**config.mk**
```make
export PLATFORM = sky130hd
export DESIGN_NAME = palette_fade_rgb_slew_flat
export DESIGN_NICKNAME = d
export VERILOG_FILES = /design/src/rtl/pfrs_pkg.sv /design/src/rtl/pfrs_if.sv /design/src/rtl/pfrs_ucode_rom.sv /design/src/rtl/pfrs_sequencer.sv /design/src/rtl/pfrs_datapath.sv /design/src/rtl/palette_fade_rgb_slew.sv /design/src/flat_wrapper.sv
export SDC_FILE = /design/constraint.sdc
export NUM_CORES = 2
export LEC_CHECK = 0
export BUFFER_PORTS_ARGS = -buffer_cell sky130_fd_sc_hd__buf_2
export CAP_MARGIN = 15
export CORE_ASPECT_RATIO = 0.75
export CORE_MARGIN = 2
export CORE_UTILIZATION = 50
export CTS_CLUSTER_DIAMETER = 150
export DETAILED_ROUTE_END_ITERATION = 6
export GPL_TIMING_DRIVEN = 0
export PLACE_DENSITY = 0.7
export SLEW_MARGIN = 25
export SYNTH_ARGS = -nofsm -noshare
export SYNTH_HDL_FRONTEND = slang
export SYNTH_SLANG_ARGS = --single-unit
```
**constraint.sdc**
```tcl
create_clock -name clk -period 8 [get_ports clk]
set_clock_uncertainty 0.05 [all_clocks]
set_input_delay 1.2 -clock clk [delete_from_list [all_inputs] [get_ports clk]]
set_output_delay 1.2 -clock clk [all_outputs]
set_load 0.02 [all_outputs]
```
**src/rtl/pfrs_pkg.sv**
```systemverilog
// Package for the palette fade block: sizes, microcode word layout and codes,
// configuration bundle, and the small colour and slew helper functions.
// Depends on nothing; every other file of the block but pfrs_if uses it.
`default_nettype none

package pfrs_pkg;

    // Block sizing.
    localparam int PALETTE_SIZE     = 8;
    localparam int STEPS_PER_COLOUR = 1000;

    localparam int LEVEL_W   = 8;
    localparam int SPEED_W   = 12;
    localparam int SCHED_W   = 2;
    localparam int PAL_W     = 48;
    localparam int COLOUR_W  = 12;
    localparam int LEVEL_MAX = 240;
    localparam int BRIGHT_FULL = 255;

    localparam int PAL_IDX_W = $clog2(PALETTE_SIZE);
    // The fraction briefly holds fraction plus speed before it is normalized.
    localparam int FRAC_W    = $clog2(STEPS_PER_COLOUR + (1 << SPEED_W));

    // Blend arithmetic widths.
    localparam int SUM_W     = $clog2(LEVEL_MAX * STEPS_PER_COLOUR + 1);
    localparam int NUM_W     = $clog2(LEVEL_MAX * STEPS_PER_COLOUR * BRIGHT_FULL + 1);
    localparam int BLEND_DIV = STEPS_PER_COLOUR * BRIGHT_FULL;

    // Division by BLEND_DIV is a multiply by a rounded-up reciprocal. With the
    // shift at NUM_W plus the divisor's bit length the quotient is exact for
    // every numerator of NUM_W bits.
    localparam int RECIP_SH = NUM_W + $clog2(BLEND_DIV);
    localparam longint unsigned RECIP_M =
        ((64'd1 << RECIP_SH) + 64'(BLEND_DIV) - 64'd1) / 64'(BLEND_DIV);
    localparam int RECIP_W  = $clog2(RECIP_M + 64'd1);
    localparam int PROD_W   = NUM_W + RECIP_W;

    // APB register map.
    localparam int APB_ADDR_W = 6;
    localparam int APB_DATA_W = 64;
    localparam int REG_IDX_W  = 3;

    localparam logic [REG_IDX_W-1:0] REG_PALETTE_LOW  = 3'd0;
    localparam logic [REG_IDX_W-1:0] REG_PALETTE_HIGH = 3'd1;
    localparam logic [REG_IDX_W-1:0] REG_BRIGHTNESS   = 3'd2;
    localparam logic [REG_IDX_W-1:0] REG_TRANS_STEPS  = 3'd3;
    localparam logic [REG_IDX_W-1:0] REG_SPEED        = 3'd4;
    localparam logic [REG_IDX_W-1:0] REG_SCHEDULE     = 3'd5;

    // Microprogram.
    localparam int PC_W = 5;

    localparam logic [1:0] PH_NONE = 2'd0;
    localparam logic [1:0] PH_ADD  = 2'd1;
    localparam logic [1:0] PH_NORM = 2'd2;

    localparam logic [1:0] DV_NONE = 2'd0;
    localparam logic [1:0] DV_INIT = 2'd1;
    localparam logic [1:0] DV_STEP = 2'd2;

    localparam logic [2:0] MU_NONE  = 3'd0;
    localparam logic [2:0] MU_A     = 3'd1;
    localparam logic [2:0] MU_B     = 3'd2;
    localparam logic [2:0] MU_ACC   = 3'd3;
    localparam logic [2:0] MU_BRT   = 3'd4;
    localparam logic [2:0] MU_RECIP = 3'd5;

    localparam logic [1:0] CH_RED   = 2'd0;
    localparam logic [1:0] CH_GREEN = 2'd1;
    localparam logic [1:0] CH_BLUE  = 2'd2;

    localparam logic [1:0] CD_NONE    = 2'd0;
    localparam logic [1:0] CD_FRAC_GE = 2'd1;

    localparam logic [PC_W-1:0] PC_NORM = PC_W'(1);

    typedef struct packed {
        logic [1:0]      phase_op;
        logic [1:0]      div_op;
        logic [2:0]      mul_op;
        logic [1:0]      chan;
        logic            save_en;
        logic [1:0]      save_ch;
        logic [1:0]      cond;
        logic [PC_W-1:0] target;
        logic            last;
    } ucw_t;

    localparam ucw_t UCW_NOP = '{
        phase_op: PH_NONE, div_op: DV_NONE, mul_op: MU_NONE, chan: CH_RED,
        save_en: 1'b0, save_ch: CH_RED, cond: CD_NONE, target: '0, last: 1'b0
    };

    typedef struct packed {
        logic exec;
        ucw_t word;
    } seq_ctrl_t;

    typedef struct packed {
        logic frac_ge;
    } dp_status_t;

    typedef struct packed {
        logic [PAL_W-1:0]   pal_lo;
        logic [PAL_W-1:0]   pal_hi;
        logic [LEVEL_W-1:0] brightness;
        logic [LEVEL_W-1:0] tsteps;
        logic [SPEED_W-1:0] speed;
        logic [SCHED_W-1:0] schedule;
    } cfg_t;

    // Palette entries wrap modulo the eight stored colours.
    function automatic logic [COLOUR_W-1:0] pal_colour(
        input logic [PAL_W-1:0]     lo,
        input logic [PAL_W-1:0]     hi,
        input logic [PAL_IDX_W-1:0] idx
    );
        logic [3:0]       wide;
        logic [PAL_W-1:0] word;
        wide = 4'(idx);
        word = wide[2] ? hi : lo;
        return word[COLOUR_W*wide[1:0] +: COLOUR_W];
    endfunction

    // A nibble becomes an 8-bit level of nibble times sixteen.
    function automatic logic [LEVEL_W-1:0] chan_level(
        input logic [COLOUR_W-1:0] colour,
        input logic [1:0]          ch
    );
        logic [LEVEL_W-1:0] lvl;
        case (ch)
            CH_RED:   lvl = {colour[11:8], 4'b0000};
            CH_GREEN: lvl = {colour[7:4], 4'b0000};
            CH_BLUE:  lvl = {colour[3:0], 4'b0000};
            default:  lvl = '0;
        endcase
        return lvl;
    endfunction

    function automatic logic [LEVEL_W-1:0] slew_step(
        input logic [LEVEL_W-1:0] tsteps,
        input logic [LEVEL_W-1:0] quo
    );
        logic [LEVEL_W-1:0] s;
        if (tsteps == '0)
            s = LEVEL_W'(BRIGHT_FULL);
        else if (quo == '0)
            s = LEVEL_W'(1);
        else
            s = quo;
        return s;
    endfunction

    function automatic logic [LEVEL_W-1:0] slew_level(
        input logic [LEVEL_W-1:0] t,
        input logic [LEVEL_W-1:0] c,
        input logic [LEVEL_W-1:0] s
    );
        logic [LEVEL_W:0]   up;
        logic [LEVEL_W:0]   t_plus;
        logic [LEVEL_W-1:0] r;
        up     = {1'b0, c} + {1'b0, s};
        t_plus = {1'b0, t} + {1'b0, s};
        if (t > c)
            r = (up > {1'b0, t}) ? t : up[LEVEL_W-1:0];
        else
            r = ({1'b0, c} >= t_plus) ? LEVEL_W'(c - s) : t;
        return r;
    endfunction

endpackage

`default_nettype wire

```
**src/rtl/pfrs_if.sv**
```systemverilog
// Handshake interfaces of the palette fade block: the tick channel and the
// level channel. Depends on nothing.
`default_nettype none

interface pfrs_tick_if;
    logic valid;
    logic ready;
    logic is_night;

    modport source (output valid, output is_night, input ready);
    modport sink (input valid, input is_night, output ready);
endinterface

interface pfrs_level_if;
    logic       valid;
    logic       ready;
    logic [7:0] red_level;
    logic [7:0] green_level;
    logic [7:0] blue_level;

    modport source (output valid, output red_level, output green_level,
                    output blue_level, input ready);
    modport sink (input valid, input red_level, input green_level,
                  input blue_level, output ready);
endinterface

`default_nettype wire

```
**src/rtl/pfrs_ucode_rom.sv**
```systemverilog
// Microcode table of the palette fade block: one control word per step.
// Depends on pfrs_pkg.
`default_nettype none

module pfrs_ucode_rom (
    input  wire logic [pfrs_pkg::PC_W-1:0] pc,
    output pfrs_pkg::ucw_t                  word
);

    always_comb
    begin
        word = pfrs_pkg::UCW_NOP;
        case (pc)
            pfrs_pkg::PC_W'(0):
            begin
                word.phase_op = pfrs_pkg::PH_ADD;
                word.div_op   = pfrs_pkg::DV_INIT;
            end
            pfrs_pkg::PC_W'(1):
            begin
                // Subtract one colour span per pass until the fraction is in range.
                word.phase_op = pfrs_pkg::PH_NORM;
                word.cond     = pfrs_pkg::CD_FRAC_GE;
                word.target   = pfrs_pkg::PC_NORM;
            end
            pfrs_pkg::PC_W'(2):
            begin
                word.mul_op = pfrs_pkg::MU_A;
                word.chan   = pfrs_pkg::CH_RED;
                word.div_op = pfrs_pkg::DV_STEP;
            end
            pfrs_pkg::PC_W'(3):
            begin
                word.mul_op = pfrs_pkg::MU_B;
                word.chan   = pfrs_pkg::CH_RED;
                word.div_op = pfrs_pkg::DV_STEP;
            end
            pfrs_pkg::PC_W'(4):
            begin
                word.mul_op = pfrs_pkg::MU_ACC;
                word.div_op = pfrs_pkg::DV_STEP;
            end
            pfrs_pkg::PC_W'(5):
            begin
                word.mul_op = pfrs_pkg::MU_BRT;
                word.div_op = pfrs_pkg::DV_STEP;
            end
            pfrs_pkg::PC_W'(6):
            begin
                word.mul_op = pfrs_pkg::MU_RECIP;
                word.div_op = pfrs_pkg::DV_STEP;
            end
            pfrs_pkg::PC_W'(7):
            begin
                word.mul_op  = pfrs_pkg::MU_A;
                word.chan    = pfrs_pkg::CH_GREEN;
                word.save_en = 1'b1;
                word.save_ch = pfrs_pkg::CH_RED;
                word.div_op  = pfrs_pkg::DV_STEP;
            end
            pfrs_pkg::PC_W'(8):
            begin
                word.mul_op = pfrs_pkg::MU_B;
                word.chan   = pfrs_pkg::CH_GREEN;
                word.div_op = pfrs_pkg::DV_STEP;
            end
            pfrs_pkg::PC_W'(9):
            begin
                word.mul_op = pfrs_pkg::MU_ACC;
                word.div_op = pfrs_pkg::DV_STEP;
            end
            pfrs_pkg::PC_W'(10):
            begin
                word.mul_op = pfrs_pkg::MU_BRT;
            end
            pfrs_pkg::PC_W'(11):
            begin
                word.mul_op = pfrs_pkg::MU_RECIP;
            end
            pfrs_pkg::PC_W'(12):
            begin
                word.mul_op  = pfrs_pkg::MU_A;
                word.chan    = pfrs_pkg::CH_BLUE;
                word.save_en = 1'b1;
                word.save_ch = pfrs_pkg::CH_GREEN;
            end
            pfrs_pkg::PC_W'(13):
            begin
                word.mul_op = pfrs_pkg::MU_B;
                word.chan   = pfrs_pkg::CH_BLUE;
            end
            pfrs_pkg::PC_W'(14):
            begin
                word.mul_op = pfrs_pkg::MU_ACC;
            end
            pfrs_pkg::PC_W'(15):
            begin
                word.mul_op = pfrs_pkg::MU_BRT;
            end
            pfrs_pkg::PC_W'(16):
            begin
                word.mul_op = pfrs_pkg::MU_RECIP;
            end
            pfrs_pkg::PC_W'(17):
            begin
                word.save_en = 1'b1;
                word.save_ch = pfrs_pkg::CH_BLUE;
            end
            pfrs_pkg::PC_W'(18):
            begin
                word.last = 1'b1;
            end
            default:
            begin
                // Addresses past the program end the item safely.
                word.last = 1'b1;
            end
        endcase
    end

endmodule

`default_nettype wire

```
**src/rtl/pfrs_sequencer.sv**
```systemverilog
// Step counter and jump logic of the palette fade block; reads the microcode
// table. Depends on pfrs_pkg and pfrs_ucode_rom.
`default_nettype none

module pfrs_sequencer (
    input  wire logic                clk,
    input  wire logic                rst_n,
    input  wire logic                start,
    input  wire logic                out_free,
    input  wire pfrs_pkg::dp_status_t status,
    output logic                     busy,
    output pfrs_pkg::seq_ctrl_t      ctrl
);

    logic [pfrs_pkg::PC_W-1:0] pc_reg;
    logic [pfrs_pkg::PC_W-1:0] pc_next;
    logic                      busy_reg;
    logic                      busy_next;
    pfrs_pkg::ucw_t            word;
    logic                      taken;

    pfrs_ucode_rom u_rom (
        .pc   (pc_reg),
        .word (word)
    );

    always_comb
    begin
        case (word.cond)
            pfrs_pkg::CD_FRAC_GE: taken = status.frac_ge;
            default:              taken = 1'b0;
        endcase
    end

    // The final step waits while the level output still holds a result.
    assign ctrl.word = word;
    assign ctrl.exec = busy_reg && !(word.last && !out_free);
    assign busy      = busy_reg;

    always_comb
    begin
        pc_next   = pc_reg;
        busy_next = busy_reg;
        if (start)
        begin
            pc_next   = '0;
            busy_next = 1'b1;
        end
        else if (ctrl.exec)
        begin
            if (word.last)
            begin
                pc_next   = '0;
                busy_next = 1'b0;
            end
            else if (taken)
                pc_next = word.target;
            else
                pc_next = pc_reg + 1'b1;
        end
    end

    always_ff @(posedge clk or negedge rst_n)
    begin
        if (!rst_n)
        begin
            pc_reg   <= '0;
            busy_reg <= 1'b0;
        end
        else
        begin
            pc_reg   <= pc_next;
            busy_reg <= busy_next;
        end
    end

endmodule

`default_nettype wire

```
**src/rtl/pfrs_datapath.sv**
```systemverilog
// Datapath of the palette fade block: phase, shared multiplier, reciprocal
// divide, bit-serial slew divider and the three level registers.
// Depends on pfrs_pkg.
`default_nettype none

module pfrs_datapath (
    input  wire logic                clk,
    input  wire logic                rst_n,
    input  wire logic                start,
    input  wire logic                is_night,
    input  wire pfrs_pkg::cfg_t      cfg,
    input  wire pfrs_pkg::seq_ctrl_t ctrl,
    output pfrs_pkg::dp_status_t     status,
    output logic [pfrs_pkg::LEVEL_W-1:0] red_level,
    output logic [pfrs_pkg::LEVEL_W-1:0] green_level,
    output logic [pfrs_pkg::LEVEL_W-1:0] blue_level
);

    localparam int LW = pfrs_pkg::LEVEL_W;

    logic [pfrs_pkg::FRAC_W-1:0]    frac_reg, frac_next;
    logic [pfrs_pkg::PAL_IDX_W-1:0] idx_reg, idx_next;
    logic                           night_reg;
    logic [LW-1:0]                  rem_reg, rem_next;
    logic [LW-1:0]                  quo_reg, quo_next;
    logic [pfrs_pkg::SUM_W-1:0]     sum_reg, sum_next;
    logic [pfrs_pkg::PROD_W-1:0]    prod_reg, prod_next;
    logic [2:0][LW-1:0]             tgt_reg, tgt_next;
    logic [2:0][LW-1:0]             cur_reg, cur_next;

    logic [pfrs_pkg::PAL_IDX_W-1:0] idx_succ;
    logic [pfrs_pkg::COLOUR_W-1:0]  colour_a, colour_b;
    logic [LW-1:0]                  lvl_a, lvl_b;
    logic                           enabled;
    logic [LW-1:0]                  bright_eff;
    logic [pfrs_pkg::FRAC_W-1:0]    frac_inv;
    logic [pfrs_pkg::NUM_W-1:0]     mul_x;
    logic [pfrs_pkg::RECIP_W-1:0]   mul_y;
    logic [pfrs_pkg::PROD_W-1:0]    prod_full;
    logic [LW:0]                    div_shift;
    logic [LW-1:0]                  step;
    logic [LW-1:0]                  quot_out;

    assign idx_succ = (idx_reg == pfrs_pkg::PAL_IDX_W'(pfrs_pkg::PALETTE_SIZE - 1))
                      ? '0 : idx_reg + 1'b1;
    assign colour_a = pfrs_pkg::pal_colour(cfg.pal_lo, cfg.pal_hi, idx_reg);
    assign colour_b = pfrs_pkg::pal_colour(cfg.pal_lo, cfg.pal_hi, idx_succ);
    assign lvl_a    = pfrs_pkg::chan_level(colour_a, ctrl.word.chan);
    assign lvl_b    = pfrs_pkg::chan_level(colour_b, ctrl.word.chan);

    assign enabled    = night_reg ? cfg.schedule[1] : cfg.schedule[0];
    assign bright_eff = enabled ? cfg.brightness : '0;
    assign frac_inv   = pfrs_pkg::FRAC_W'(pfrs_pkg::STEPS_PER_COLOUR) - frac_reg;

    assign status.frac_ge = frac_reg >= pfrs_pkg::FRAC_W'(pfrs_pkg::STEPS_PER_COLOUR);

    // One multiplier serves every product of the blend.
    always_comb
    begin
        mul_x = '0;
        mul_y = '0;
        case (ctrl.word.mul_op)
            pfrs_pkg::MU_A:
            begin
                mul_x = pfrs_pkg::NUM_W'(lvl_a);
                mul_y = pfrs_pkg::RECIP_W'(frac_inv);
            end
            pfrs_pkg::MU_B:
            begin
                mul_x = pfrs_pkg::NUM_W'(lvl_b);
                mul_y = pfrs_pkg::RECIP_W'(frac_reg);
            end
            pfrs_pkg::MU_BRT:
            begin
                mul_x = pfrs_pkg::NUM_W'(sum_reg);
                mul_y = pfrs_pkg::RECIP_W'(bright_eff);
            end
            pfrs_pkg::MU_RECIP:
            begin
                mul_x = prod_reg[pfrs_pkg::NUM_W-1:0];
                mul_y = pfrs_pkg::RECIP_W'(pfrs_pkg::RECIP_M);
            end
            default:
            begin
                mul_x = '0;
                mul_y = '0;
            end
        endcase
    end

    assign prod_full = mul_x * mul_y;
    assign quot_out  = prod_reg[pfrs_pkg::RECIP_SH +: LW];
    assign div_shift = {rem_reg, quo_reg[LW-1]};
    assign step      = pfrs_pkg::slew_step(cfg.tsteps, quo_reg);

    always_comb
    begin
        frac_next = frac_reg;
        idx_next  = idx_reg;
        rem_next  = rem_reg;
        quo_next  = quo_reg;
        sum_next  = sum_reg;
        prod_next = prod_reg;
        tgt_next  = tgt_reg;
        cur_next  = cur_reg;

        if (ctrl.exec)
        begin
            case (ctrl.word.phase_op)
                pfrs_pkg::PH_ADD:
                    frac_next = frac_reg + pfrs_pkg::FRAC_W'(cfg.speed);
                pfrs_pkg::PH_NORM:
                begin
                    if (status.frac_ge)
                    begin
                        frac_next = frac_reg
                                    - pfrs_pkg::FRAC_W'(pfrs_pkg::STEPS_PER_COLOUR);
                        idx_next  = idx_succ;
                    end
                end
                default:
                    frac_next = frac_reg;
            endcase

            // Restoring division of brightness by the transition step count.
            case (ctrl.word.div_op)
                pfrs_pkg::DV_INIT:
                begin
                    rem_next = '0;
                    quo_next = cfg.brightness;
                end
                pfrs_pkg::DV_STEP:
                begin
                    if (div_shift >= {1'b0, cfg.tsteps})
                    begin
                        rem_next = LW'(div_shift - {1'b0, cfg.tsteps});
                        quo_next = {quo_reg[LW-2:0], 1'b1};
                    end
                    else
                    begin
                        rem_next = div_shift[LW-1:0];
                        quo_next = {quo_reg[LW-2:0], 1'b0};
                    end
                end
                default:
                    rem_next = rem_reg;
            endcase

            case (ctrl.word.mul_op)
                pfrs_pkg::MU_A, pfrs_pkg::MU_BRT, pfrs_pkg::MU_RECIP:
                    prod_next = prod_full;
                pfrs_pkg::MU_B:
                begin
                    prod_next = prod_full;
                    sum_next  = prod_reg[pfrs_pkg::SUM_W-1:0];
                end
                pfrs_pkg::MU_ACC:
                    sum_next = sum_reg + prod_reg[pfrs_pkg::SUM_W-1:0];
                default:
                    prod_next = prod_reg;
            endcase

            if (ctrl.word.save_en)
            begin
                case (ctrl.word.save_ch)
                    pfrs_pkg::CH_RED:   tgt_next[0] = quot_out;
                    pfrs_pkg::CH_GREEN: tgt_next[1] = quot_out;
                    pfrs_pkg::CH_BLUE:  tgt_next[2] = quot_out;
                    default:            tgt_next    = tgt_reg;
                endcase
            end

            if (ctrl.word.last)
            begin
                cur_next[0] = pfrs_pkg::slew_level(tgt_reg[0], cur_reg[0], step);
                cur_next[1] = pfrs_pkg::slew_level(tgt_reg[1], cur_reg[1], step);
                cur_next[2] = pfrs_pkg::slew_level(tgt_reg[2], cur_reg[2], step);
            end
        end
    end

    always_ff @(posedge clk or negedge rst_n)
    begin
        if (!rst_n)
        begin
            frac_reg <= '0;
            idx_reg  <= '0;
            cur_reg  <= '0;
        end
        else
        begin
            frac_reg <= frac_next;
            idx_reg  <= idx_next;
            cur_reg  <= cur_next;
        end
    end

    always_ff @(posedge clk)
    begin
        if (start)
            night_reg <= is_night;
        rem_reg  <= rem_next;
        quo_reg  <= quo_next;
        sum_reg  <= sum_next;
        prod_reg <= prod_next;
        tgt_reg  <= tgt_next;
    end

    assign red_level   = cur_reg[0];
    assign green_level = cur_reg[1];
    assign blue_level  = cur_reg[2];

endmodule

`default_nettype wire

```
**src/rtl/palette_fade_rgb_slew.sv**
```systemverilog
// Palette fade with slew limit: one tick in, one RGB level triple out.
// Each tick runs the 19-step microprogram on one shared multiplier, with one more pass
// of the normalize step for each colour span the phase crosses (0 to 5 with a 12-bit
// speed); no new tick is taken until the program for the last one has finished.
// Reset (rst_n, asynchronous, active low) clears the configuration registers, phase
// and levels to zero; tick ready is high as soon as reset is released.
`default_nettype none

module palette_fade_rgb_slew (
    input  wire logic                          clk,
    input  wire logic                          rst_n,
    pfrs_tick_if.sink                          tick,
    pfrs_level_if.source                       level,
    input  wire logic                          psel,
    input  wire logic                          penable,
    input  wire logic                          pwrite,
    input  wire logic [pfrs_pkg::APB_ADDR_W-1:0] paddr,
    input  wire logic [pfrs_pkg::APB_DATA_W-1:0] pwdata,
    output logic      [pfrs_pkg::APB_DATA_W-1:0] prdata,
    output logic                               pready
);

    // Configuration registers. Each register sits at eight times its index,
    // so the upper address bits select it and the byte offset is ignored.
    logic [pfrs_pkg::PAL_W-1:0]   pal_lo_reg;
    logic [pfrs_pkg::PAL_W-1:0]   pal_hi_reg;
    logic [pfrs_pkg::LEVEL_W-1:0] brightness_reg;
    logic [pfrs_pkg::LEVEL_W-1:0] tsteps_reg;
    logic [pfrs_pkg::SPEED_W-1:0] speed_reg;
    logic [pfrs_pkg::SCHED_W-1:0] schedule_reg;

    logic [pfrs_pkg::REG_IDX_W-1:0] reg_idx;
    logic                           cfg_wr;
    pfrs_pkg::cfg_t                 cfg;

    // Sequencer and datapath links.
    pfrs_pkg::seq_ctrl_t  ctrl;
    pfrs_pkg::dp_status_t status;
    logic                 busy;
    logic                 start;
    logic                 out_free;
    logic                 out_valid_reg;
    logic                 out_valid_next;

    assign pready  = 1'b1;
    assign reg_idx = paddr[pfrs_pkg::APB_ADDR_W-1:3];
    assign cfg_wr  = psel && penable && pwrite && pready;

    always_ff @(posedge clk or negedge rst_n)
    begin
        if (!rst_n)
        begin
            pal_lo_reg     <= '0;
            pal_hi_reg     <= '0;
            brightness_reg <= '0;
            tsteps_reg     <= '0;
            speed_reg      <= '0;
            schedule_reg   <= '0;
        end
        else if (cfg_wr)
        begin
            case (reg_idx)
                pfrs_pkg::REG_PALETTE_LOW:  pal_lo_reg     <= pwdata[pfrs_pkg::PAL_W-1:0];
                pfrs_pkg::REG_PALETTE_HIGH: pal_hi_reg     <= pwdata[pfrs_pkg::PAL_W-1:0];
                pfrs_pkg::REG_BRIGHTNESS:   brightness_reg <= pwdata[pfrs_pkg::LEVEL_W-1:0];
                pfrs_pkg::REG_TRANS_STEPS:  tsteps_reg     <= pwdata[pfrs_pkg::LEVEL_W-1:0];
                pfrs_pkg::REG_SPEED:        speed_reg      <= pwdata[pfrs_pkg::SPEED_W-1:0];
                pfrs_pkg::REG_SCHEDULE:     schedule_reg   <= pwdata[pfrs_pkg::SCHED_W-1:0];
                default:                    schedule_reg   <= schedule_reg;
            endcase
        end
    end

    always_comb
    begin
        case (reg_idx)
            pfrs_pkg::REG_PALETTE_LOW:  prdata = pfrs_pkg::APB_DATA_W'(pal_lo_reg);
            pfrs_pkg::REG_PALETTE_HIGH: prdata = pfrs_pkg::APB_DATA_W'(pal_hi_reg);
            pfrs_pkg::REG_BRIGHTNESS:   prdata = pfrs_pkg::APB_DATA_W'(brightness_reg);
            pfrs_pkg::REG_TRANS_STEPS:  prdata = pfrs_pkg::APB_DATA_W'(tsteps_reg);
            pfrs_pkg::REG_SPEED:        prdata = pfrs_pkg::APB_DATA_W'(speed_reg);
            pfrs_pkg::REG_SCHEDULE:     prdata = pfrs_pkg::APB_DATA_W'(schedule_reg);
            default:                    prdata = '0;
        endcase
    end

    assign cfg.pal_lo     = pal_lo_reg;
    assign cfg.pal_hi     = pal_hi_reg;
    assign cfg.brightness = brightness_reg;
    assign cfg.tsteps     = tsteps_reg;
    assign cfg.speed      = speed_reg;
    assign cfg.schedule   = schedule_reg;

    // A tick transaction is taken whenever no program is running. The level
    // registers in the datapath double as the output register: they change
    // only on the final step, and that step waits until the level channel
    // has taken the previous result, so a new tick can be accepted while a
    // result is still pending.
    assign tick.ready = !busy;
    assign start      = tick.valid && tick.ready;
    assign out_free   = !out_valid_reg || level.ready;

    pfrs_sequencer u_seq (
        .clk      (clk),
        .rst_n    (rst_n),
        .start    (start),
        .out_free (out_free),
        .status   (status),
        .busy     (busy),
        .ctrl     (ctrl)
    );

    pfrs_datapath u_dp (
        .clk         (clk),
        .rst_n       (rst_n),
        .start       (start),
        .is_night    (tick.is_night),
        .cfg         (cfg),
        .ctrl        (ctrl),
        .status      (status),
        .red_level   (level.red_level),
        .green_level (level.green_level),
        .blue_level  (level.blue_level)
    );

    always_comb
    begin
        out_valid_next = out_valid_reg;
        if (ctrl.exec && ctrl.word.last)
            out_valid_next = 1'b1;
        else if (level.ready)
            out_valid_next = 1'b0;
    end

    always_ff @(posedge clk or negedge rst_n)
    begin
        if (!rst_n)
            out_valid_reg <= 1'b0;
        else
            out_valid_reg <= out_valid_next;
    end

    assign level.valid = out_valid_reg;

    // The final step never overwrites a result the sink has not taken.
    a_final_step_slot_free: assert property (@(posedge clk) disable iff (!rst_n)
        (ctrl.exec && ctrl.word.last) |-> (!level.valid || level.ready))
        else $error("final step ran while a level result was pending");

    // Microcode only runs while the tick channel is closed.
    a_exec_blocks_ticks: assert property (@(posedge clk) disable iff (!rst_n)
        ctrl.exec |-> !tick.ready)
        else $error("microcode step ran while ticks were accepted");

    // A new result appears only right after the final step.
    a_valid_after_final: assert property (@(posedge clk) disable iff (!rst_n)
        $rose(level.valid) |-> $past(ctrl.exec && ctrl.word.last))
        else $error("level result appeared without a final step");

    // Blending starts only with a normalized phase fraction.
    a_frac_normalized: assert property (@(posedge clk) disable iff (!rst_n)
        (ctrl.exec && ctrl.word.mul_op == pfrs_pkg::MU_A) |-> !status.frac_ge)
        else $error("blend started with fraction out of range");

endmodule

`default_nettype wire
```
**src/flat_wrapper.sv**
```systemverilog
// flat-port wrapper written by rule: the top's interface ports become plain ports
module palette_fade_rgb_slew_flat 
  (clk, rst_n, psel, penable, pwrite, paddr, pwdata, prdata, pready, tick_valid, tick_is_night, tick_ready, level_valid, level_red_level, level_green_level, level_blue_level, level_ready);
  pfrs_tick_if tick_i ();
  pfrs_level_if level_i ();
  input  wire logic clk;
  input  wire logic rst_n;
  input  wire logic psel;
  input  wire logic penable;
  input  wire logic pwrite;
  input  wire logic [pfrs_pkg::APB_ADDR_W-1:0] paddr;
  input  wire logic [pfrs_pkg::APB_DATA_W-1:0] pwdata;
  output logic      [pfrs_pkg::APB_DATA_W-1:0] prdata;
  output logic pready;
  input wire logic [$bits(tick_i.valid)-1:0] tick_valid;
  input wire logic [$bits(tick_i.is_night)-1:0] tick_is_night;
  output wire logic [$bits(tick_i.ready)-1:0] tick_ready;
  output wire logic [$bits(level_i.valid)-1:0] level_valid;
  output wire logic [$bits(level_i.red_level)-1:0] level_red_level;
  output wire logic [$bits(level_i.green_level)-1:0] level_green_level;
  output wire logic [$bits(level_i.blue_level)-1:0] level_blue_level;
  input wire logic [$bits(level_i.ready)-1:0] level_ready;
  assign tick_i.valid = tick_valid;
  assign tick_i.is_night = tick_is_night;
  assign tick_ready = tick_i.ready;
  assign level_valid = level_i.valid;
  assign level_red_level = level_i.red_level;
  assign level_green_level = level_i.green_level;
  assign level_blue_level = level_i.blue_level;
  assign level_i.ready = level_ready;
  palette_fade_rgb_slew u_core (.clk(clk), .rst_n(rst_n), .tick(tick_i), .level(level_i), .psel(psel), .penable(penable), .pwrite(pwrite), .paddr(paddr), .pwdata(pwdata), .prdata(prdata), .pready(pready));
endmodule
```
==> impl_metrics.csv <==
group,metric,value,unit
sta,worst_slack,-0.485,ns
critical_path,start_kind,"register",
floorplanning,die-width,313,µm
critical_path,reg2reg_to,"u_core.u_dp.prod_reg[48]$_DFFE_PP_",
power,p_int,7.93,mW
final_layout,nNetsFinal,5015,
critical_path,cpMostUsedCell,"fa_1",
sta,setup_viol,16,
critical_path,r2r_cells,34,
grt,grt_max_degree,85,
sta,rsz0062_at_grt,"true",
synth,synth-xor-area-share,2.35,%
grt,met2_usage,40.2,%
power,leakagePower,21.0,nW
sta,period_minus_slack,8.48,ns
placed_design,io_buffers,130,
grt,met3_usage,8.19,%
sta,tns,-4.28,ns
placed_design,hpwl,80.9,mm
sta,hold_viol,0,
clocking,cts_tree,"done",
floorplanning,rows,84,
outcome,status,"finished, violations left",
clocking,cts-root-buf,"clkbuf_16",
final_layout,area_growth,17.7,%
critical_path,cp.required,8.25,ns
synth,synth.avg_cell_area,9.79,µm²
synth,synth.mux.area_fraction,8.51,%
power,combPwrFrac,75.4,%
synth,syn_inst,3650,
power,swShare,50.2,%
floorplanning,die_h,235,µm
job,cap_violations,0,
drt,drtIter0Drc,2831,
critical_path,cpPeakStageDelay,0.63,ns
sta,tightest_slew,1.06,ns
synth,synth_compound_area_share,11.7,%
power,irDropWorstVdd,0.317,mV
final_layout,n_fill_cell,5874,
critical_path,worstReg2RegStart,"u_core.u_seq.pc_reg[0]$_DFFE_PN0P_",
clocking,ctsHoldBuffers,0,
grt,first_global_vias,27800,
grt,grt.overflow.total,0,
power,pwr-share-seq,16.1,%
power,power_density,379,nW/µm²
clocking,insertion_delay,0.59,ns
synth,synth-async-reset-ratio,65.0,%
critical_path,path_max_fanout,6,
critical_path,cp-endpoint,"u_core.u_dp.prod_reg[48]$_DFFE_PP_",
drt,vias_per_cell,5.67,
drt,drc,0,
critical_path,critPathKind,"reg2reg",
critical_path,r2r_slack,-0.48,ns
clocking,clkTransAtPathRegs,0.07,ns
placed_design,gp_congestion,0.967,
critical_path,startpoint,"u_core.u_seq.pc_reg[0]$_DFFE_PN0P_",
grt,grtUsageMet1,40.7,%
synth,yosysSeqAreaShare,19.9,%
synth,synth-simple-area-share,9.69,%
final_layout,layout_commonest_cell,"inv_1",
drt,antenna_left,0,
grt,busiest_layer,"met1",
grt,grtUsageTotal,27.4,%
power,p_switching,8.00,mW
power,pwr-share-clk,8.5,%
synth,synth_seq_cells,266,
sta,slew_viol_final,0,
outcome,violations,"negative setup slack",
floorplanning,core-area,70400,µm²
synth,synthesis.area,35700,µm²
grt,grt_pass1_wl,158,mm
critical_path,endpoint_kind,"register",
final_layout,drive_gt1_share,20.6,%
critical_path,crit_slowest_cell,"or4b_4",
synth,yosysTopAreaCell,"fa_1",
floorplanning,ios,169,
critical_path,crit_arrival,8.73,ns
sta,maxSlewHeadroom,29.2,%
clocking,cts.sinks,266,
synth,synthAdderAreaFrac,38.6,%
placed_design,preCtsSetupSlack,-2.37,ns
power,p_total,15.9,mW
clocking,cts_buffers,27,
synth,synth_cell_types,79,
synth,yosys-top-cells-area,"fa_1, ha_1, dfrtp_1",
synth,ys_warn_count,0,
synth,synthFlopType,"dfrtp_1",
drt,first_pass_iters,7,
floorplanning,die-area,73600,µm²
final_layout,final_cell_mix,"inv_1, ha_1, fa_1",
drt,wl,104,mm
worst_hold_path,hold_class,"in2async",
clocking,htreeDepth,1,
synth,synth-edff-count,93,
drt,dr_total_vias,28600,
drt,wl_per_cell,20.5,µm
clocking,cts_buffer_depth,3,
sta,period_share,106,%
grt,antenna_found_initial,2,
synth,synth_top_family_by_area,"adder cells",
floorplanning,start_util,50.7,%
sta,max_freq,0.118,GHz
synth,synth_top_area_share,23.1,%
[how the worst min path moves through the flow]
stage | depth (start not counted) | end | from | slack [ns]
finish | 1 | u_core.pal_lo_reg[35]$_DFFE_PN0P_ | rst_n | 0.42
global route | 1 | u_core.pal_hi_reg[23]$_DFFE_PN0P_ | rst_n | 0.42
CTS | 1 | u_core.pal_lo_reg[35]$_DFFE_PN0P_ | rst_n | 0.41
detailed placement | 0 | u_core.u_dp.tgt_reg[18]$_DFFE_PP_ | u_core.u_dp.prod_reg[46]$_DFFE_PP_ | 0.47
global placement | 0 | u_core.u_dp.tgt_reg[19]$_DFFE_PP_ | u_core.u_dp.prod_reg[47]$_DFFE_PP_ | 0.46
floorplan | 0 | u_core.u_dp.tgt_reg[0]$_DFFE_PP_ | u_core.u_dp.prod_reg[44]$_DFFE_PP_ | 0.39
[kinds of logic (layout without fill, tap and decap cells)]
family | Yosys count | in the layout
adder cells (fa/ha/maj) | 853 | 853
buffers and inverters | 851 | 1163
AND/OR/NAND/NOR | 722 | 722
AO/OA/AOI/OAI | 634 | 634
flip-flops | 266 | 266
multiplexers | 226 | 226
XOR/XNOR | 96 | 96
other | 2 | 148
[cell type report]
| cell class | count | area (µm²) | area share, % |
|---|---|---|---|
| sequential | 266 | 7130 | 16.9 |
| clock inverter | 16 | 158 | 0.375 |
| inverter | 725 | 2750 | 6.53 |
| clock buffer | 34 | 752 | 1.79 |
| tap | 946 | 1180 | 2.81 |
| multi-input combinational | 2676 | 27300 | 65.0 |
| timing repair buffer | 272 | 1940 | 4.61 |
| antenna | 3 | 7.51 | 0.0178 |
| buffer | 116 | 815 | 1.94 |
[synthesized netlist by cell type, drive strengths merged, types with 53 or more instances]
cell / instances
edfxtp: 93
ha: 440
xnor2: 60
nand3: 57
inv: 725
buf: 53
mux2: 143
o21ai: 140
nor2: 181
dfrtp: 173
fa: 413
clkbuf: 73
nand2: 208
a21o: 65
a21oi: 152
nor3: 53
[power groups by stage]
stage / clock [mW] / sequential [mW] / combinational [mW]
after CTS: 1.36 / 2.53 / 10.7
final: 1.35 / 2.57 / 12.0
after global routing: 1.42 / 2.61 / 13.2
after detailed placement: 0 / 2.54 / 10.0
after global placement: 0 / 2.54 / 9.82
after floorplan: 0 / 2.37 / 7.56
[per-stage QoR]
stage	cell area, µm²	cells	util [%]	hold slack [ns]
2_1_floorplan	36400	3793	-	0.390
3_3_place_gp	38200	4869	54.3	0.463
3_5_place_dp	38400	4882	54.6	0.474
4_1_cts	40800	5000	58.0	0.414
5_1_grt	42100	5051	59.7	0.421
6_report	42100	5054	59.7	0.419
[timing repair]
item	CTS	global route
pin swaps	68	90
gates cloned	3	0
endpoints found under the setup margin	23	21
gates resized for setup	253	201
buffers inserted	75	51
[worst max-delay path: cells and delay by family (launching register included)]
kind | cells | cell delay [ns]
buffers and inverters | 8 | 0.62
and+or+nand+nor | 6 | 1.50
DFF | 1 | 0.47
AOI/OAI and AO/OA | 9 | 1.61
xor gates and xnor gates | 1 | 0.11
adders and majority gates | 10 | 3.84
[routing by layer]
layer / share of wire, % / wire (µm) / vias up
li1: - / - / 13000
met1: 44 / 45700 / 14200
met2: 43 / 44600 / 1333
met3: 11 / 11700 / 154
met4: 1.6 / 1630 / 0
met5: 0 / 0 / -
No activity file was read; power rests on OpenSTA's default activity.
